`src/free_extent_allocator_unit_macros.svh`:
```
// assertion macros for the free extent allocator
`ifndef FREE_EXTENT_ALLOCATOR_UNIT_MACROS_SVH
`define FREE_EXTENT_ALLOCATOR_UNIT_MACROS_SVH
`ifndef NO_ASSERTIONS
// same-cycle implication
`define FEA_ASSERT_IMPLY(label, clk, rst, cond, prop) \
   label: assert property (@(posedge clk) disable iff (rst) (cond) |-> (prop)) \
      else $error("free extent allocator check failed");
// next-cycle implication
`define FEA_ASSERT_NEXT(label, clk, rst, cond, prop) \
   label: assert property (@(posedge clk) disable iff (rst) (cond) |=> (prop)) \
      else $error("free extent allocator check failed");
`else
`define FEA_ASSERT_IMPLY(label, clk, rst, cond, prop)
`define FEA_ASSERT_NEXT(label, clk, rst, cond, prop)
`endif
`endif

```
`src/fea_pkg.sv`:
```
// shared types and constants of the free extent allocator
`default_nettype none
package fea_pkg;
   localparam int DEF_EXTENT_SLOTS = 16;
   localparam int DEF_OFFSET_BITS  = 16;
   localparam int DEF_FREE_HEADER  = 24;
   localparam int DEF_USED_HEADER  = 8;
   localparam int HEAP_SLACK_HEADERS = 5;

   localparam int FIELD_W  = 16;
   localparam int COUNT_W  = 5;
   localparam int STATUS_W = 2;
   localparam int FIT_W    = 2;

   localparam logic [FIELD_W-1:0] HEAP_BYTES_RESET = 16'd4096;

   localparam logic [FIT_W-1:0] FIT_FIRST = 2'd0;
   localparam logic [FIT_W-1:0] FIT_BEST  = 2'd1;
   localparam logic [FIT_W-1:0] FIT_NEXT  = 2'd2;
   localparam logic [FIT_W-1:0] FIT_WORST = 2'd3;

   localparam logic [STATUS_W-1:0] STATUS_OK         = 2'd0;
   localparam logic [STATUS_W-1:0] STATUS_NO_FIT     = 2'd1;
   localparam logic [STATUS_W-1:0] STATUS_TABLE_FULL = 2'd2;

   localparam logic KIND_ALLOC = 1'b0;
   localparam logic KIND_FREE  = 1'b1;

   localparam logic CSR_FIT_MODE   = 1'b0;
   localparam logic CSR_HEAP_BYTES = 1'b1;

   typedef enum logic [2:0] {
      ST_INIT,
      ST_IDLE,
      ST_SCAN,
      ST_DECIDE,
      ST_SHIFT,
      ST_FINISH
   } ctrl_state_type;

   typedef struct packed {
      logic init;
      logic load;
      logic scan;
      logic decide;
      logic shift;
      logic finish;
   } ctrl_cmd_type;

   typedef struct packed {
      logic init_req;
      logic scan_done;
      logic shift_done;
      logic out_busy;
   } dp_status_type;
endpackage
`default_nettype wire

```
`src/fea_ctrl.sv`:
```
// sequencing state machine of the free extent allocator
`default_nettype none
module fea_ctrl (
   input  wire                    clock,
   input  wire                    reset,
   input  wire                    req_tvalid,
   output logic                   req_tready,
   input  fea_pkg::dp_status_type status,
   output fea_pkg::ctrl_cmd_type  cmd
);
   import fea_pkg::*;

   ctrl_state_type state_ff, state_in;

   always_ff @(posedge clock) begin
      if (reset) begin
         state_ff <= ST_INIT;
      end else begin
         state_ff <= state_in;
      end
   end

   always_comb begin
      state_in = state_ff;
      case (state_ff)
         ST_INIT: begin
            state_in = ST_IDLE;
         end
         ST_IDLE: begin
            if (status.init_req) begin
               state_in = ST_INIT;
            end else if (req_tvalid) begin
               state_in = ST_SCAN;
            end
         end
         ST_SCAN: begin
            if (status.scan_done) begin
               state_in = ST_DECIDE;
            end
         end
         ST_DECIDE: begin
            state_in = ST_SHIFT;
         end
         ST_SHIFT: begin
            if (status.shift_done) begin
               state_in = ST_FINISH;
            end
         end
         ST_FINISH: begin
            if (!status.out_busy) begin
               state_in = ST_IDLE;
            end
         end
         default: begin
            state_in = ST_INIT;
         end
      endcase
   end

   always_comb begin
      cmd        = '0;
      req_tready = 1'b0;
      case (state_ff)
         ST_INIT: begin
            cmd.init = 1'b1;
         end
         ST_IDLE: begin
            req_tready = !status.init_req;
            cmd.load   = !status.init_req && req_tvalid;
         end
         ST_SCAN: begin
            cmd.scan = 1'b1;
         end
         ST_DECIDE: begin
            cmd.decide = 1'b1;
         end
         ST_SHIFT: begin
            cmd.shift = 1'b1;
         end
         ST_FINISH: begin
            cmd.finish = !status.out_busy;
         end
         default: begin
            cmd = '0;
         end
      endcase
   end
endmodule
`default_nettype wire

```
`src/fea_datapath.sv`:
```
// extent table memory, scan, split, merge and shift datapath
`default_nettype none
module fea_datapath #(
   parameter int EXTENT_SLOTS = fea_pkg::DEF_EXTENT_SLOTS,
   parameter int OFFSET_BITS  = fea_pkg::DEF_OFFSET_BITS,
   parameter int FREE_HEADER  = fea_pkg::DEF_FREE_HEADER,
   parameter int USED_HEADER  = fea_pkg::DEF_USED_HEADER
) (
   input  wire                               clock,
   input  wire                               reset,
   input  fea_pkg::ctrl_cmd_type             cmd,
   input  wire                               csr_we,
   input  wire                               csr_index,
   input  wire  [fea_pkg::FIELD_W-1:0]       csr_wdata,
   input  wire                               in_kind,
   input  wire  [fea_pkg::FIELD_W-1:0]       in_request_bytes,
   input  wire  [fea_pkg::FIELD_W-1:0]       in_block_offset,
   input  wire  [fea_pkg::FIELD_W-1:0]       in_block_bytes,
   input  wire                               rsp_tready,
   output fea_pkg::dp_status_type            status,
   output logic                              out_valid,
   output logic [fea_pkg::STATUS_W-1:0]      out_status,
   output logic [fea_pkg::FIELD_W-1:0]       out_offset,
   output logic [fea_pkg::FIELD_W-1:0]       out_granted,
   output logic [fea_pkg::COUNT_W-1:0]       out_count
);
   import fea_pkg::*;

   localparam int IW = $clog2(EXTENT_SLOTS);
   localparam int TW = $clog2(EXTENT_SLOTS + 1);
   localparam int OW = OFFSET_BITS;
   localparam int EW = 2 * OW;
   localparam int CW = ((OFFSET_BITS > FIELD_W) ? OFFSET_BITS : FIELD_W) + 2;
   localparam logic [CW-1:0] OFF_MASK = CW'((64'd1 << OFFSET_BITS) - 64'd1);
   localparam logic [CW-1:0] FH_C     = CW'(FREE_HEADER);
   localparam logic [CW-1:0] UH_C     = CW'(USED_HEADER);
   localparam logic [CW-1:0] SLACK_C  = CW'(HEAP_SLACK_HEADERS * FREE_HEADER);
   localparam logic [TW-1:0] SLOTS_C  = TW'(EXTENT_SLOTS);

   // entry layout: length above start
   logic [EW-1:0] mem [EXTENT_SLOTS];

   // control state
   logic [FIT_W-1:0]   fit_ff;
   logic [FIELD_W-1:0] heap_ff;
   logic               init_req_ff;
   logic [TW-1:0]      total_ff;
   logic [TW-1:0]      rover_ff;
   logic               rvalid_ff;
   logic               rd_vld_ff;
   logic [TW-1:0]      k_ff;
   logic               pick_found_ff;
   logic               pfound_ff;
   logic               shift_active_ff;
   logic               out_vld_ff;

   // payload state
   logic [EW-1:0]      rd_ff;
   logic [IW-1:0]      rd_idx_ff;
   logic               kind_ff;
   logic [FIELD_W-1:0] req_ff;
   logic [CW-1:0]      need_ff, ns_ff, nl_ff;
   logic               boff_low_ff;
   logic [TW-1:0]      m_ff, scan_len_ff;
   logic [IW-1:0]      pick_idx_ff;
   logic [CW-1:0]      pick_s_ff, pick_l_ff;
   logic [TW-1:0]      p_ff;
   logic [CW-1:0]      prev_s_ff, prev_l_ff, next_s_ff, next_l_ff;
   logic [STATUS_W-1:0] res_status_ff;
   logic [FIELD_W-1:0] res_off_ff, res_gr_ff;
   logic [TW-1:0]      new_total_ff, new_rover_ff;
   logic               new_rvalid_ff;
   logic               fin_we_ff;
   logic [IW-1:0]      fin_addr_ff;
   logic [EW-1:0]      fin_data_ff;
   logic               shift_up_ff;
   logic [TW-1:0]      sc_ff, sc_end_ff;
   logic [STATUS_W-1:0] out_status_ff;
   logic [FIELD_W-1:0] out_off_ff, out_gr_ff;
   logic [COUNT_W-1:0] out_count_ff;

   // decide values
   logic [STATUS_W-1:0] res_status_in;
   logic [FIELD_W-1:0] res_off_in, res_gr_in;
   logic [TW-1:0]      new_total_in, new_rover_in;
   logic               new_rvalid_in;
   logic               fin_we_in;
   logic [IW-1:0]      fin_addr_in;
   logic [EW-1:0]      fin_data_in;
   logic               shift_active_in, shift_up_in;
   logic [TW-1:0]      sc_in, sc_end_in;

   logic [CW-1:0]      span_c, span_sum;
   logic [CW-1:0]      need_c, nl_c, nl_raw;
   logic               rd_en;
   logic [IW-1:0]      rd_addr;
   logic               wr_en;
   logic [IW-1:0]      wr_addr;
   logic [EW-1:0]      wr_data;
   logic [CW-1:0]      e_s, e_l;
   logic               take;
   logic [TW:0]        order_sum;
   logic               scan_issue, shift_issue;

   // heap span: requested size plus slack, clamped to what an offset holds and to at least one free header
   always_comb begin
      span_sum = CW'(heap_ff) + SLACK_C;
      span_c   = span_sum;
      if (span_sum > OFF_MASK) begin
         span_c = OFF_MASK;
      end
      if (span_c < FH_C) begin
         span_c = FH_C;
      end
   end

   always_comb begin
      need_c = CW'(in_request_bytes) + UH_C;
      if (need_c < FH_C) begin
         need_c = FH_C;
      end
      nl_raw = CW'(in_block_bytes) + UH_C;
      if (nl_raw < FH_C) begin
         nl_raw = FH_C;
      end
      nl_c = nl_raw - FH_C;
   end

   // read port
   assign scan_issue  = cmd.scan && (k_ff != scan_len_ff);
   assign shift_issue = cmd.shift && shift_active_ff && (sc_ff != sc_end_ff);
   assign rd_en       = scan_issue || shift_issue;

   always_comb begin
      order_sum = {1'b0, m_ff} + {1'b0, k_ff};
      if (order_sum >= {1'b0, total_ff}) begin
         order_sum = order_sum - {1'b0, total_ff};
      end
      if (cmd.shift) begin
         rd_addr = shift_up_ff ? IW'(sc_ff - TW'(1)) : IW'(sc_ff);
      end else if (kind_ff == KIND_ALLOC && fit_ff == FIT_NEXT) begin
         rd_addr = IW'(order_sum);
      end else begin
         rd_addr = IW'(k_ff);
      end
   end

   // write port
   always_comb begin
      wr_en   = 1'b0;
      wr_addr = '0;
      wr_data = '0;
      if (cmd.init) begin
         wr_en   = 1'b1;
         wr_data = {OW'(span_c - FH_C), OW'(0)};
      end else if (cmd.shift && rd_vld_ff) begin
         wr_en   = 1'b1;
         wr_addr = shift_up_ff ? (rd_idx_ff + IW'(1)) : (rd_idx_ff - IW'(1));
         wr_data = rd_ff;
      end else if (cmd.finish && fin_we_ff) begin
         wr_en   = 1'b1;
         wr_addr = fin_addr_ff;
         wr_data = fin_data_ff;
      end
   end

   always_ff @(posedge clock) begin
      if (wr_en) begin
         mem[wr_addr] <= wr_data;
      end
      if (rd_en) begin
         rd_ff     <= mem[rd_addr];
         rd_idx_ff <= rd_addr;
      end
   end

   assign e_s = CW'(rd_ff[OW-1:0]);
   assign e_l = CW'(rd_ff[EW-1:OW]);

   always_comb begin
      take = (e_l + FH_C >= need_ff) &&
             (!pick_found_ff ||
              (fit_ff == FIT_BEST && e_l < pick_l_ff) ||
              (fit_ff == FIT_WORST && e_l > pick_l_ff));
   end

   // outcome of one item
   always_comb begin
      logic [TW-1:0] p_eff, r1, q, t_less;
      logic          mrg_l, mrg_r;
      logic [CW-1:0] new_end;
      res_status_in   = STATUS_OK;
      res_off_in      = '0;
      res_gr_in       = '0;
      new_total_in    = total_ff;
      new_rover_in    = rover_ff;
      new_rvalid_in   = rvalid_ff;
      fin_we_in       = 1'b0;
      fin_addr_in     = '0;
      fin_data_in     = '0;
      shift_active_in = 1'b0;
      shift_up_in     = 1'b0;
      sc_in           = '0;
      sc_end_in       = '0;
      p_eff   = pfound_ff ? p_ff : total_ff;
      t_less  = total_ff - TW'(1);
      new_end = ns_ff + nl_ff + FH_C;
      mrg_l   = (p_eff != '0) && (ns_ff == prev_s_ff + prev_l_ff + FH_C);
      mrg_r   = pfound_ff && (next_s_ff == new_end);
      r1      = '0;
      q       = '0;
      if (kind_ff == KIND_ALLOC) begin
         if (!pick_found_ff) begin
            res_status_in = STATUS_NO_FIT;
         end else begin
            res_off_in = FIELD_W'(pick_s_ff + UH_C);
            if (pick_l_ff >= need_ff) begin
               // split: head goes out, remainder stays in place
               res_gr_in     = req_ff;
               fin_we_in     = 1'b1;
               fin_addr_in   = pick_idx_ff;
               fin_data_in   = {OW'(pick_l_ff - need_ff), OW'(pick_s_ff + need_ff)};
               new_rover_in  = TW'(pick_idx_ff);
               new_rvalid_in = 1'b1;
            end else begin
               // whole extent taken: close the gap
               res_gr_in       = FIELD_W'(pick_l_ff + FH_C - UH_C);
               shift_active_in = 1'b1;
               sc_in           = TW'(pick_idx_ff) + TW'(1);
               sc_end_in       = total_ff;
               new_total_in    = t_less;
               if (TW'(pick_idx_ff) < t_less) begin
                  new_rover_in = TW'(pick_idx_ff);
               end else begin
                  new_rover_in  = '0;
                  new_rvalid_in = (t_less != '0);
               end
            end
         end
      end else if (total_ff == SLOTS_C) begin
         res_status_in = STATUS_TABLE_FULL;
      end else if (!boff_low_ff && (new_end <= span_c)) begin
         r1 = rvalid_ff ? ((rover_ff >= p_eff) ? rover_ff + TW'(1) : rover_ff) : p_eff;
         q  = p_eff;
         if (mrg_l) begin
            if (r1 > p_eff) begin
               r1 = r1 - TW'(1);
            end
            q = p_eff - TW'(1);
         end
         if (mrg_r) begin
            if (r1 == q + TW'(1)) begin
               r1 = q;
            end else if (r1 > q + TW'(1)) begin
               r1 = r1 - TW'(1);
            end
         end
         new_rover_in  = r1;
         new_rvalid_in = 1'b1;
         fin_we_in     = 1'b1;
         if (mrg_l) begin
            fin_addr_in = IW'(p_eff - TW'(1));
            fin_data_in = {OW'(prev_l_ff + FH_C + nl_ff + (mrg_r ? FH_C + next_l_ff : '0)),
                           OW'(prev_s_ff)};
            if (mrg_r) begin
               shift_active_in = 1'b1;
               sc_in           = p_eff + TW'(1);
               sc_end_in       = total_ff;
               new_total_in    = t_less;
            end
         end else if (mrg_r) begin
            fin_addr_in = IW'(p_eff);
            fin_data_in = {OW'(nl_ff + FH_C + next_l_ff), OW'(ns_ff)};
         end else begin
            // plain insert: open a slot at p
            fin_addr_in     = IW'(p_eff);
            fin_data_in     = {OW'(nl_ff), OW'(ns_ff)};
            shift_active_in = 1'b1;
            shift_up_in     = 1'b1;
            sc_in           = total_ff;
            sc_end_in       = p_eff;
            new_total_in    = total_ff + TW'(1);
         end
      end
   end

   // control registers
   always_ff @(posedge clock) begin
      if (reset) begin
         fit_ff          <= FIT_FIRST;
         heap_ff         <= HEAP_BYTES_RESET;
         init_req_ff     <= 1'b0;
         total_ff        <= TW'(1);
         rover_ff        <= '0;
         rvalid_ff       <= 1'b1;
         rd_vld_ff       <= 1'b0;
         k_ff            <= '0;
         pick_found_ff   <= 1'b0;
         pfound_ff       <= 1'b0;
         shift_active_ff <= 1'b0;
         out_vld_ff      <= 1'b0;
      end else begin
         rd_vld_ff <= rd_en;
         if (cmd.init) begin
            init_req_ff <= 1'b0;
            total_ff    <= TW'(1);
            rover_ff    <= '0;
            rvalid_ff   <= 1'b1;
         end
         if (csr_we) begin
            if (csr_index == CSR_FIT_MODE) begin
               fit_ff <= csr_wdata[FIT_W-1:0];
            end else begin
               heap_ff     <= csr_wdata;
               init_req_ff <= 1'b1;
            end
         end
         if (cmd.load) begin
            k_ff          <= '0;
            pick_found_ff <= 1'b0;
            pfound_ff     <= 1'b0;
         end
         if (scan_issue) begin
            k_ff <= k_ff + TW'(1);
         end
         if (cmd.scan && rd_vld_ff) begin
            if (kind_ff == KIND_ALLOC) begin
               if (take) begin
                  pick_found_ff <= 1'b1;
               end
            end else if (!pfound_ff && e_s >= ns_ff) begin
               pfound_ff <= 1'b1;
            end
         end
         if (cmd.decide) begin
            shift_active_ff <= shift_active_in;
         end
         if (cmd.finish) begin
            total_ff   <= new_total_ff;
            rover_ff   <= new_rover_ff;
            rvalid_ff  <= new_rvalid_ff;
            out_vld_ff <= 1'b1;
         end else if (rsp_tready) begin
            out_vld_ff <= 1'b0;
         end
      end
   end

   // payload registers
   always_ff @(posedge clock) begin
      if (cmd.load) begin
         kind_ff     <= in_kind;
         req_ff      <= in_request_bytes;
         need_ff     <= need_c;
         nl_ff       <= nl_c;
         ns_ff       <= CW'(in_block_offset) - UH_C;
         boff_low_ff <= (CW'(in_block_offset) < UH_C);
         m_ff        <= (rover_ff < total_ff) ? rover_ff : '0;
         scan_len_ff <= (in_kind == KIND_ALLOC && fit_ff == FIT_NEXT && !rvalid_ff) ?
                        '0 : total_ff;
      end
      if (cmd.scan && rd_vld_ff) begin
         if (kind_ff == KIND_ALLOC) begin
            if (take) begin
               pick_idx_ff <= rd_idx_ff;
               pick_s_ff   <= e_s;
               pick_l_ff   <= e_l;
            end
         end else if (!pfound_ff) begin
            if (e_s >= ns_ff) begin
               p_ff      <= TW'(rd_idx_ff);
               next_s_ff <= e_s;
               next_l_ff <= e_l;
            end else begin
               prev_s_ff <= e_s;
               prev_l_ff <= e_l;
            end
         end
      end
      if (cmd.decide) begin
         res_status_ff <= res_status_in;
         res_off_ff    <= res_off_in;
         res_gr_ff     <= res_gr_in;
         new_total_ff  <= new_total_in;
         new_rover_ff  <= new_rover_in;
         new_rvalid_ff <= new_rvalid_in;
         fin_we_ff     <= fin_we_in;
         fin_addr_ff   <= fin_addr_in;
         fin_data_ff   <= fin_data_in;
         shift_up_ff   <= shift_up_in;
         sc_ff         <= sc_in;
         sc_end_ff     <= sc_end_in;
      end else if (shift_issue) begin
         sc_ff <= shift_up_ff ? sc_ff - TW'(1) : sc_ff + TW'(1);
      end
      if (cmd.finish) begin
         out_status_ff <= res_status_ff;
         out_off_ff    <= res_off_ff;
         out_gr_ff     <= res_gr_ff;
         out_count_ff  <= COUNT_W'(new_total_ff);
      end
   end

   assign status.init_req   = init_req_ff;
   assign status.scan_done  = (k_ff == scan_len_ff) && !rd_vld_ff;
   assign status.shift_done = (!shift_active_ff || sc_ff == sc_end_ff) && !rd_vld_ff;
   assign status.out_busy   = out_vld_ff && !rsp_tready;

   assign out_valid   = out_vld_ff;
   assign out_status  = out_status_ff;
   assign out_offset  = out_off_ff;
   assign out_granted = out_gr_ff;
   assign out_count   = out_count_ff;
endmodule
`default_nettype wire

```
`src/free_extent_allocator_unit.sv`:
```
// top level of the free extent allocator: stream ports, controller and datapath
//
//   channel  direction  handshake              beat contents
//   req_     in         req_tvalid/req_tready  alloc or free of one block
//   rsp_     out        rsp_tvalid/rsp_tready  status, offset, size, extent count
//   csr_     in         csr_we (no wait)       fit_mode (0), heap_bytes (1)
//
// after the accept, the extent memory (one read and one write port) is scanned one slot a
// cycle over the free extents held, then shifted one slot a cycle when an extent is removed
// or inserted, with a decide step before the shift and a commit step after it; the result is
// registered at the commit, and the next beat is taken in the idle state after the commit
// synchronous reset; the init state writes the first extent after reset and after
// every heap_bytes write, req_tready is low during it
// a finished result sits in the output register, the next request is taken meanwhile;
// the commit of that next request waits while the output register is still unread
`default_nettype none
`include "free_extent_allocator_unit_macros.svh"
module free_extent_allocator_unit #(
   parameter int EXTENT_SLOTS = fea_pkg::DEF_EXTENT_SLOTS,
   parameter int OFFSET_BITS  = fea_pkg::DEF_OFFSET_BITS,
   parameter int FREE_HEADER  = fea_pkg::DEF_FREE_HEADER,
   parameter int USED_HEADER  = fea_pkg::DEF_USED_HEADER
) (
   input  wire         clock,
   input  wire         reset,
   // request channel
   input  wire         req_tvalid,
   output logic        req_tready,
   input  wire  [47:0] req_tdata,   // request_bytes, block_offset, block_bytes
   input  wire         req_tuser,   // kind
   // response channel
   output logic        rsp_tvalid,
   input  wire         rsp_tready,
   output logic [39:0] rsp_tdata,   // result_offset, granted_bytes, free_extents, zero pad
   output logic [1:0]  rsp_tuser,   // status
   // configuration writes
   input  wire         csr_we,
   input  wire         csr_index,
   input  wire  [15:0] csr_wdata
);
   import fea_pkg::*;

   ctrl_cmd_type  cmd;
   dp_status_type dp_status;

   logic [FIELD_W-1:0] rsp_offset, rsp_granted;
   logic [COUNT_W-1:0] rsp_count;

   // sequencer: scan, decide, shift, commit
   fea_ctrl u_ctrl (
      .clock      (clock),
      .reset      (reset),
      .req_tvalid (req_tvalid),
      .req_tready (req_tready),
      .status     (dp_status),
      .cmd        (cmd)
   );

   // extent table and arithmetic
   fea_datapath #(
      .EXTENT_SLOTS (EXTENT_SLOTS),
      .OFFSET_BITS  (OFFSET_BITS),
      .FREE_HEADER  (FREE_HEADER),
      .USED_HEADER  (USED_HEADER)
   ) u_datapath (
      .clock            (clock),
      .reset            (reset),
      .cmd              (cmd),
      .csr_we           (csr_we),
      .csr_index        (csr_index),
      .csr_wdata        (csr_wdata),
      .in_kind          (req_tuser),
      .in_request_bytes (req_tdata[15:0]),
      .in_block_offset  (req_tdata[31:16]),
      .in_block_bytes   (req_tdata[47:32]),
      .rsp_tready       (rsp_tready),
      .status           (dp_status),
      .out_valid        (rsp_tvalid),
      .out_status       (rsp_tuser),
      .out_offset       (rsp_offset),
      .out_granted      (rsp_granted),
      .out_count        (rsp_count)
   );

   // pack response beat
   assign rsp_tdata = {3'b000, rsp_count, rsp_granted, rsp_offset};

   // only one request in flight
   `FEA_ASSERT_NEXT(a_one_in_flight, clock, reset, req_tvalid && req_tready, !req_tready)
   // the extent count never exceeds the table
   `FEA_ASSERT_IMPLY(a_count_bound, clock, reset, rsp_tvalid, rsp_tdata[36:32] <= EXTENT_SLOTS)
   // a failed beat carries no offset or size
   `FEA_ASSERT_IMPLY(a_fail_zero, clock, reset, rsp_tvalid && rsp_tuser != STATUS_OK, rsp_tdata[31:0] == 32'd0)
endmodule
`default_nettype wire
```
`config.mk`:
```
export PLATFORM = sky130hd
export DESIGN_NAME = free_extent_allocator_unit
export DESIGN_NICKNAME = d
export VERILOG_FILES = /design/src/fea_pkg.sv /design/src/fea_ctrl.sv /design/src/fea_datapath.sv /design/src/free_extent_allocator_unit.sv
export VERILOG_INCLUDE_DIRS = /design/src /design/src/src
export SDC_FILE = /design/constraint.sdc
export NUM_CORES = 2
export LEC_CHECK = 0
export CAP_MARGIN = 25
export CORE_AREA = 2 2 307 309
export CTS_BUF_LIST = sky130_fd_sc_hd__clkbuf_8
export DETAILED_ROUTE_END_ITERATION = 8
export DIE_AREA = 0 0 309 311
export DONT_BUFFER_PORTS = 1
export GPL_ROUTABILITY_DRIVEN = 0
export GPL_TIMING_DRIVEN = 0
export PLACE_DENSITY_LB_ADDON = 0.2
export SYNTH_ARGS = -nofsm -noshare
export SYNTH_HDL_FRONTEND = slang
export SYNTH_SLANG_ARGS = --single-unit
export TNS_END_PERCENT = 20
```
`constraint.sdc`:
```
create_clock -name clock -period 11.3 [get_ports clock]
set_input_delay 2.26 -clock clock [delete_from_list [all_inputs] [get_ports clock]]
set_output_delay 2.26 -clock clock [all_outputs]
set_load 0.03 [all_outputs]
```
======== After elaboration in Yosys (flattened, before gate mapping) ========
Memory sizes are Yosys's and may differ from the RTL's. A register that Yosys moved wholly into a read port is not among the register bits.
Cells that the tools add are included.
storage, ports and cells
  input port bits ......................... 71
  memories kept ........................... 1
  bits in latches ......................... 0
  flip-flop bits (word level) ............. 364
  logic and storage cells ................. 315
  output and inout bits ................... 44
  bits in read-only memories .............. 0
  bits in writable memories ............... 512
memory list
  memory          words  width  rd ports  clocked after memory_dff  wr ports  RTL line            source
  u_datapath.mem  16     32     1         1                         1         fea_datapath.sv:41  logic [EW-1:0] mem [EXTENT_SLOTS];
cells by class
  multiply operators ...................... 0
  bitwise operators ....................... 7
  div/mod/pow operators ................... 0
  equal/unequal tests ..................... 20
  order comparisons ....................... 17
  reductions and logical operators ........ 48
  multiplexer cells ....................... 138
  shifts and indexed selects .............. 0
  add/subtract/negate cells ............... 38
operator list
  operator                                                      count
  2-to-1 mux 32 bit                                             10
  2-to-1 mux 5 bit                                              53
  adder 16 bit                                                  4
  2-to-1 mux 4 bit                                              15
  2-to-1 mux 18 bit                                             3
  adder 16 x 5 -> 16 bit (second input constant)                3
  2-to-1 mux 1 bit                                              47
  adder 18 x 5 -> 18 bit (second input constant)                2
  less-than comparator 18 x 5 -> 1 bit (second input constant)  2
  adder 16 x 4 -> 17 bit (second input constant)                2
  2-to-1 mux 16 bit                                             2
  adder 5 x 1 -> 5 bit (second input constant)                  6
  subtractor 5 x 1 -> 5 bit (second input constant)             5
  logical AND 1 bit                                             20
  adder 18 bit                                                  1
  == test 16 x 18 -> 1 bit                                      1
  == test 18 bit                                                1
  >= comparator 16 x 18 -> 1 bit                                1
  > comparator 18 x 16 -> 1 bit (second input constant)         1
  <= comparator 18 bit                                          1
  case mux 3 bit (6 select lines)                               1
  subtractor 18 x 5 -> 18 bit (second input constant)           1
  adder 16 x 16 -> 17 bit                                       1
  adder 16 x 5 -> 17 bit (second input constant)                1
  46 further kinds                                              84

======== Depth between registers and ports, before layout ========
  depth in word-level cells ............... 18
  gate-level depth with buffers ........... 38
  mapped depth without buffers ............ 36

======== Cells and area by module ========
From an unflattened synthesis, not the netlist that was laid out.
second synthesis, totals
  cells, all modules ...................... 3,465
  area total of the unflattened synthesis .. 46,637.2 µm²
by module, submodules not included
  module                      times used  cells each  seq. area each (µm²)  area an instance (µm²)
  fea_datapath                1           3,435       26,745.7              46,414.5
  fea_ctrl                    1           26          60.1                  196.4
  free_extent_allocator_unit  1           4           0.0                   26.3

======== Worst setup path after synthesis ========
OpenSTA, ideal clock, no wires.
  kind .................................... register -> register
  start point ............................. reg u_datapath.nl_ff[1]
  end point ............................... reg u_datapath.fin_data_ff[31], data pin
  path buffers ............................ 3
  arrival time ............................ 7.650 ns
  data required time ...................... 11.029 ns
  path slack .............................. 3.379 ns
  stages on the path, launching flop included .. 34
  setup time .............................. 0.271 ns
  clock period less this slack ............ 7.921 ns
  path through ............................ edfxtp_1 > ha_1 > ha_1 > inv_1 > fa_1 > xnor2_1 > xor2_1 > a2111oi_0 > nand4_1 > or4b_1 > nor4b_1 > o21ai_0 > or4_1 > clkbuf_1 > clkbuf_1 > clkbuf_1 > or2_2 > ha_1 > fa_1 > inv_1 > ha_1 > a21oi_1 > o21ai_0 > a21oi_1 > o21bai_1 > a21oi_1 > nor2b_1 > o21a_1 > or4_1 > a31o_2 > a21oi_1 > xnor2_1 > mux2i_1 > o22ai_1
on the way
  longest elaborated chain between the ends .. 10
  elaborated cells between the ends (all ways) .. 16
  those cells by class .................... 6 x add/sub; 1 x order compare; 1 x eq/ne; 6 x mux; 2 x reduce/logical
ends and longest elaborated chain
  element                         RTL line             source
  start, declared                 fea_datapath.sv:62   logic [CW-1:0] need_ff, ns_ff, nl_ff;
  start signal, assigned          fea_datapath.sv:355  nl_ff <= nl_c;
  adder 18 bit                    fea_datapath.sv:207  new_end = ns_ff + nl_ff + FH_C;
  adder 18 x 5 -> 18 bit          fea_datapath.sv:207
  == test 16 x 18 -> 1 bit        fea_datapath.sv:209  mrg_r = pfound_ff && (next_s_ff == new_end);
  logical AND 1 bit               fea_datapath.sv:209
  2-to-1 mux 16 bit               fea_datapath.sv:263  fin_data_in = {OW'(prev_l_ff + FH_C + nl_ff + (mrg_r ? FH_C + next_l_ff : '0)),
  adder 16 bit                    fea_datapath.sv:263
  2-to-1 mux 32 bit               fea_datapath.sv:261  if (mrg_l) begin
  2-to-1 mux 32 bit *             fea_datapath.sv:242  end else if (!boff_low_ff && (new_end <= span_c)) begin
  2-to-1 mux 32 bit *             fea_datapath.sv:240  end else if (total_ff == SLOTS_C) begin
  2-to-1 mux 32 bit *             fea_datapath.sv:212  if (kind_ff == KIND_ALLOC) begin
  net u_datapath.fin_data_in[31]  fea_datapath.sv:89   logic [EW-1:0] fin_data_in;
  end signal, assigned            fea_datapath.sv:389  fin_data_ff <= fin_data_in;
  end, declared                   fea_datapath.sv:75   logic [EW-1:0] fin_data_ff;
Mark *: on every way through the listed nets, which the timed path passes. The rest lies on a longest branch.
A chain may end at the register's enable or synchronous reset.

======== Worst setup path after layout ========
Same ends and word-level chain as after synthesis.

==> flow_summary.toml <==
[floorplan]
start_util_pct = 49.68
die-area_mm2 = 0.09610
placement_rows = 112
ioPinCount = 115
die_w_um = 309
core_area_mm2 = 0.09277
die-height_um = 311

[clocking]
deepest_clock_path_buffer_count = 3
cts_tree = "built"
buffers_inserted_by_post_cts_timing_repair = 0
clk_transition_reported_paths_ns = 0.06
cts.root.buffer_cell = "sky130_fd_sc_hd__clkbuf_8"
cts.sinks = 907
cts_made_buffers = 150
clk-insertion-delay-late_ns = 0.86
htreeDepth = 4
cts_resized = 0
cts_hold_repair.buffers = 0

[sta]
final-hold-violation-count = 0
whs_ns = 0.4122
setup_slack_ns = 1.126
tightest_slew_ns = 1.072
setup-tns-final_ns = 0
setup_skew_ns = 0.04094
setup_viol = 0
fmax_ghz = 0.09829
min_period_over_period_pct = 90.03
finalMaxSlewViolations = 0
unrepaired_setup_endpoints_after_global_routing = "false"
post-route-min-period_ns = 10.17
max_slew_margin_pct = 26.50

[global_route]
grt-ovfl-total = 0
antenna_found_initial = 1
first_global_vias = 28640
gr-usage-all-layers_pct = 26.99
largest_net_degree_at_the_start_of_global_routing = 96
grt_first_pass_wirelength_um = 187700

[placed_design]
io_buffers = 0
detailedPlace.worstSlack_ns = 1.384
detailed_place_hpwl_um = 94630

[final_layout]
flow.area_growth_from_synthesis_pct = 11.81
fillCellCount = 7695
drive_above_1_share_pct = 11.93
number_of_nets_in_the_finished_design = 4001
final_util_pct = 55.55

[setup_path]
crit_fanout = 10
timing.critical_path.max_delay_family = "simple AND/OR/NAND/NOR gates"
crit_required_ns = 11.84
r2r_slack_ns = 1.13
critPathLaunchType = "flop"
critical_path_class = "flop to flop"
timing.critical_path.slowest_cell_delay_ns = 0.55
critical_path.n_buffers_inverters = 5
worst-endpoint-arrival_ns = 10.71
end_kind = "flop"
critPathSlowestCell = "sky130_fd_sc_hd__edfxtp_1"

[outcome]
status = "completed"

[synth]
synth.cell_area_mm2 = 0.04609
yosysTopAreaCellShare_pct = 56.29
yosys_register_bits = 907
seq_area_frac_synth_pct = 58.16
postSynth.topFlopCell = "sky130_fd_sc_hd__edfxtp_1"
number_of_standard_cells_after_synthesis = 3433
synth_most_common_cell = "sky130_fd_sc_hd__edfxtp_1"
netlist.top_cell.by_area = "sky130_fd_sc_hd__edfxtp_1"
synth.top_cells.by_area = "sky130_fd_sc_hd__edfxtp_1, sky130_fd_sc_hd__ha_1, sky130_fd_sc_hd__mux4_2"
yosysWarningCount = 0
synth_top_cells_by_count = "sky130_fd_sc_hd__edfxtp_1, sky130_fd_sc_hd__ha_1, sky130_fd_sc_hd__nand2_1, sky130_fd_sc_hd__nor2_1, sky130_fd_sc_hd__inv_1"
postSynthAreaPerCell_um2 = 13.43
asyncSetResetFlopFracSynth_pct = 0
yosysUniqueCellTypes = 98
number_of_flops_mapped_to_enable_cells_by_yosys = 864

[route]
remaining_drc_errors = 0
drt_iter0_markers = 3284
route.vias.total = 29580
wire_per_inst_um = 25.89
detail_route.wirelength_um = 129700
antenna_left = 0
vias_per_cell = 5.902
detail_route.first_pass.iterations = 6

[pwr]
design_power_total_mw = 10.09
powerDensity_mw_per_mm2 = 195.8
ir_drop_mv = 0.1378
p_leak_nw = 18.75

[run]
max_cap_viol_count = 0

[worst_hold_path]
hold_removal_path_class = "flop to flop"
flip-flops by register name, indices dropped and copies added (netlist names), 16 cells and up:
name / flops
u_datapath.mem: 512
u_datapath.fin_data_ff: 32
u_datapath.rd_ff: 32
u_datapath.nl_ff: 18
u_datapath.need_ff: 17
u_datapath.ns_ff: 17
u_datapath.heap_ff: 16
u_datapath.next_l_ff: 16
u_datapath.next_s_ff: 16
u_datapath.out_granted: 16
u_datapath.out_offset: 16
u_datapath.pick_l_ff: 16
u_datapath.pick_s_ff: 16
u_datapath.prev_l_ff: 16
u_datapath.prev_s_ff: 16
u_datapath.req_ff: 16
u_datapath.res_gr_ff: 16
u_datapath.res_off_ff: 16
cells in the final DEF (no fill, tap or decap), drive strengths merged, types with 34 or more instances in the layout:
master / count
edfxtp: 864
ha: 266
clkbuf: 258
nand2: 235
inv: 233
nor2: 220
a21oi: 175
xnor2: 163
mux4: 128
o21ai: 119
mux2i: 113
xor2: 93
buf: 79
nand3: 75
a21o: 54
clkinv: 53
nor3: 50
dfxtp: 43
o22ai: 34
final cells by class:
cell class | count | area (um^2) | area share (%)
clock inverter | 110 | 660.6 | 1.282
sequential | 907 | 26810 | 52.02
inverter | 182 | 690.7 | 1.340
multi-input combinational | 2219 | 18250 | 35.42
timing repair buffer | 53 | 882.1 | 1.712
clock buffer | 157 | 2161 | 4.193
antenna | 3 | 7.507 | 0.01457
tap | 1254 | 1569 | 3.045
buffer | 127 | 504.2 | 0.9785
path summary, 6_finish.rpt:
path,from,end,cells after the start
min reg2reg,u_datapath.res_off_ff[12],u_datapath.out_offset[12],0
min,u_datapath.res_off_ff[12],u_datapath.out_offset[12],0
max reg2reg,u_datapath.nl_ff[1],u_datapath.fin_data_ff[31],33
max,u_datapath.nl_ff[1],u_datapath.fin_data_ff[31],33
report_power, final:
part	internal (mW)	switching, mW	total [mW]
registers	4.14	0.300	4.44
clock network	1.39	1.37	2.76
logic	1.19	1.71	2.89
total	6.72	3.37	10.1
metal layers:
| layer | global-route usage (%) | vias to the layer above | share of wire, % |
|---|---|---|---|
| met1 | 36.36 | 14630 | 41 |
| met2 | 41.81 | 1269 | 45 |
| met5 | 0 | - | 0 |
| li1 | - | 13430 | - |
| met4 | 11.98 | 0 | 4.7 |
| met3 | 6.218 | 249 | 8.8 |
worst reg2reg max path, delay by kind of cell (launching register included):
kind	cells	cell delay, ns
compound gates	11	2.36
xor+xnor	3	0.52
fa+ha+maj	6	2.11
buf+inv	5	1.34
flops	1	0.55
mux	1	0.48
simple gates	7	2.54
through the flow:
stage	std cells	cell area, um^2
final	5012	51530
after global routing	5010	51530
after CTS	5003	51450
after detailed placement	4736	48620
after global placement	4689	47670
after floorplan	3435	46100
cell families after synthesis:
logic type	synth area share, %
buffers and inverters	2.574
other	0.01629
AND/OR/NAND/NOR	8.581
flip-flops	58.16
AO/OA/AOI/OAI	8.554
adder cells (fa/ha/maj)	8.264
multiplexers	8.807
XOR/XNOR	5.044
No activity file was read; power rests on OpenSTA's default activity.
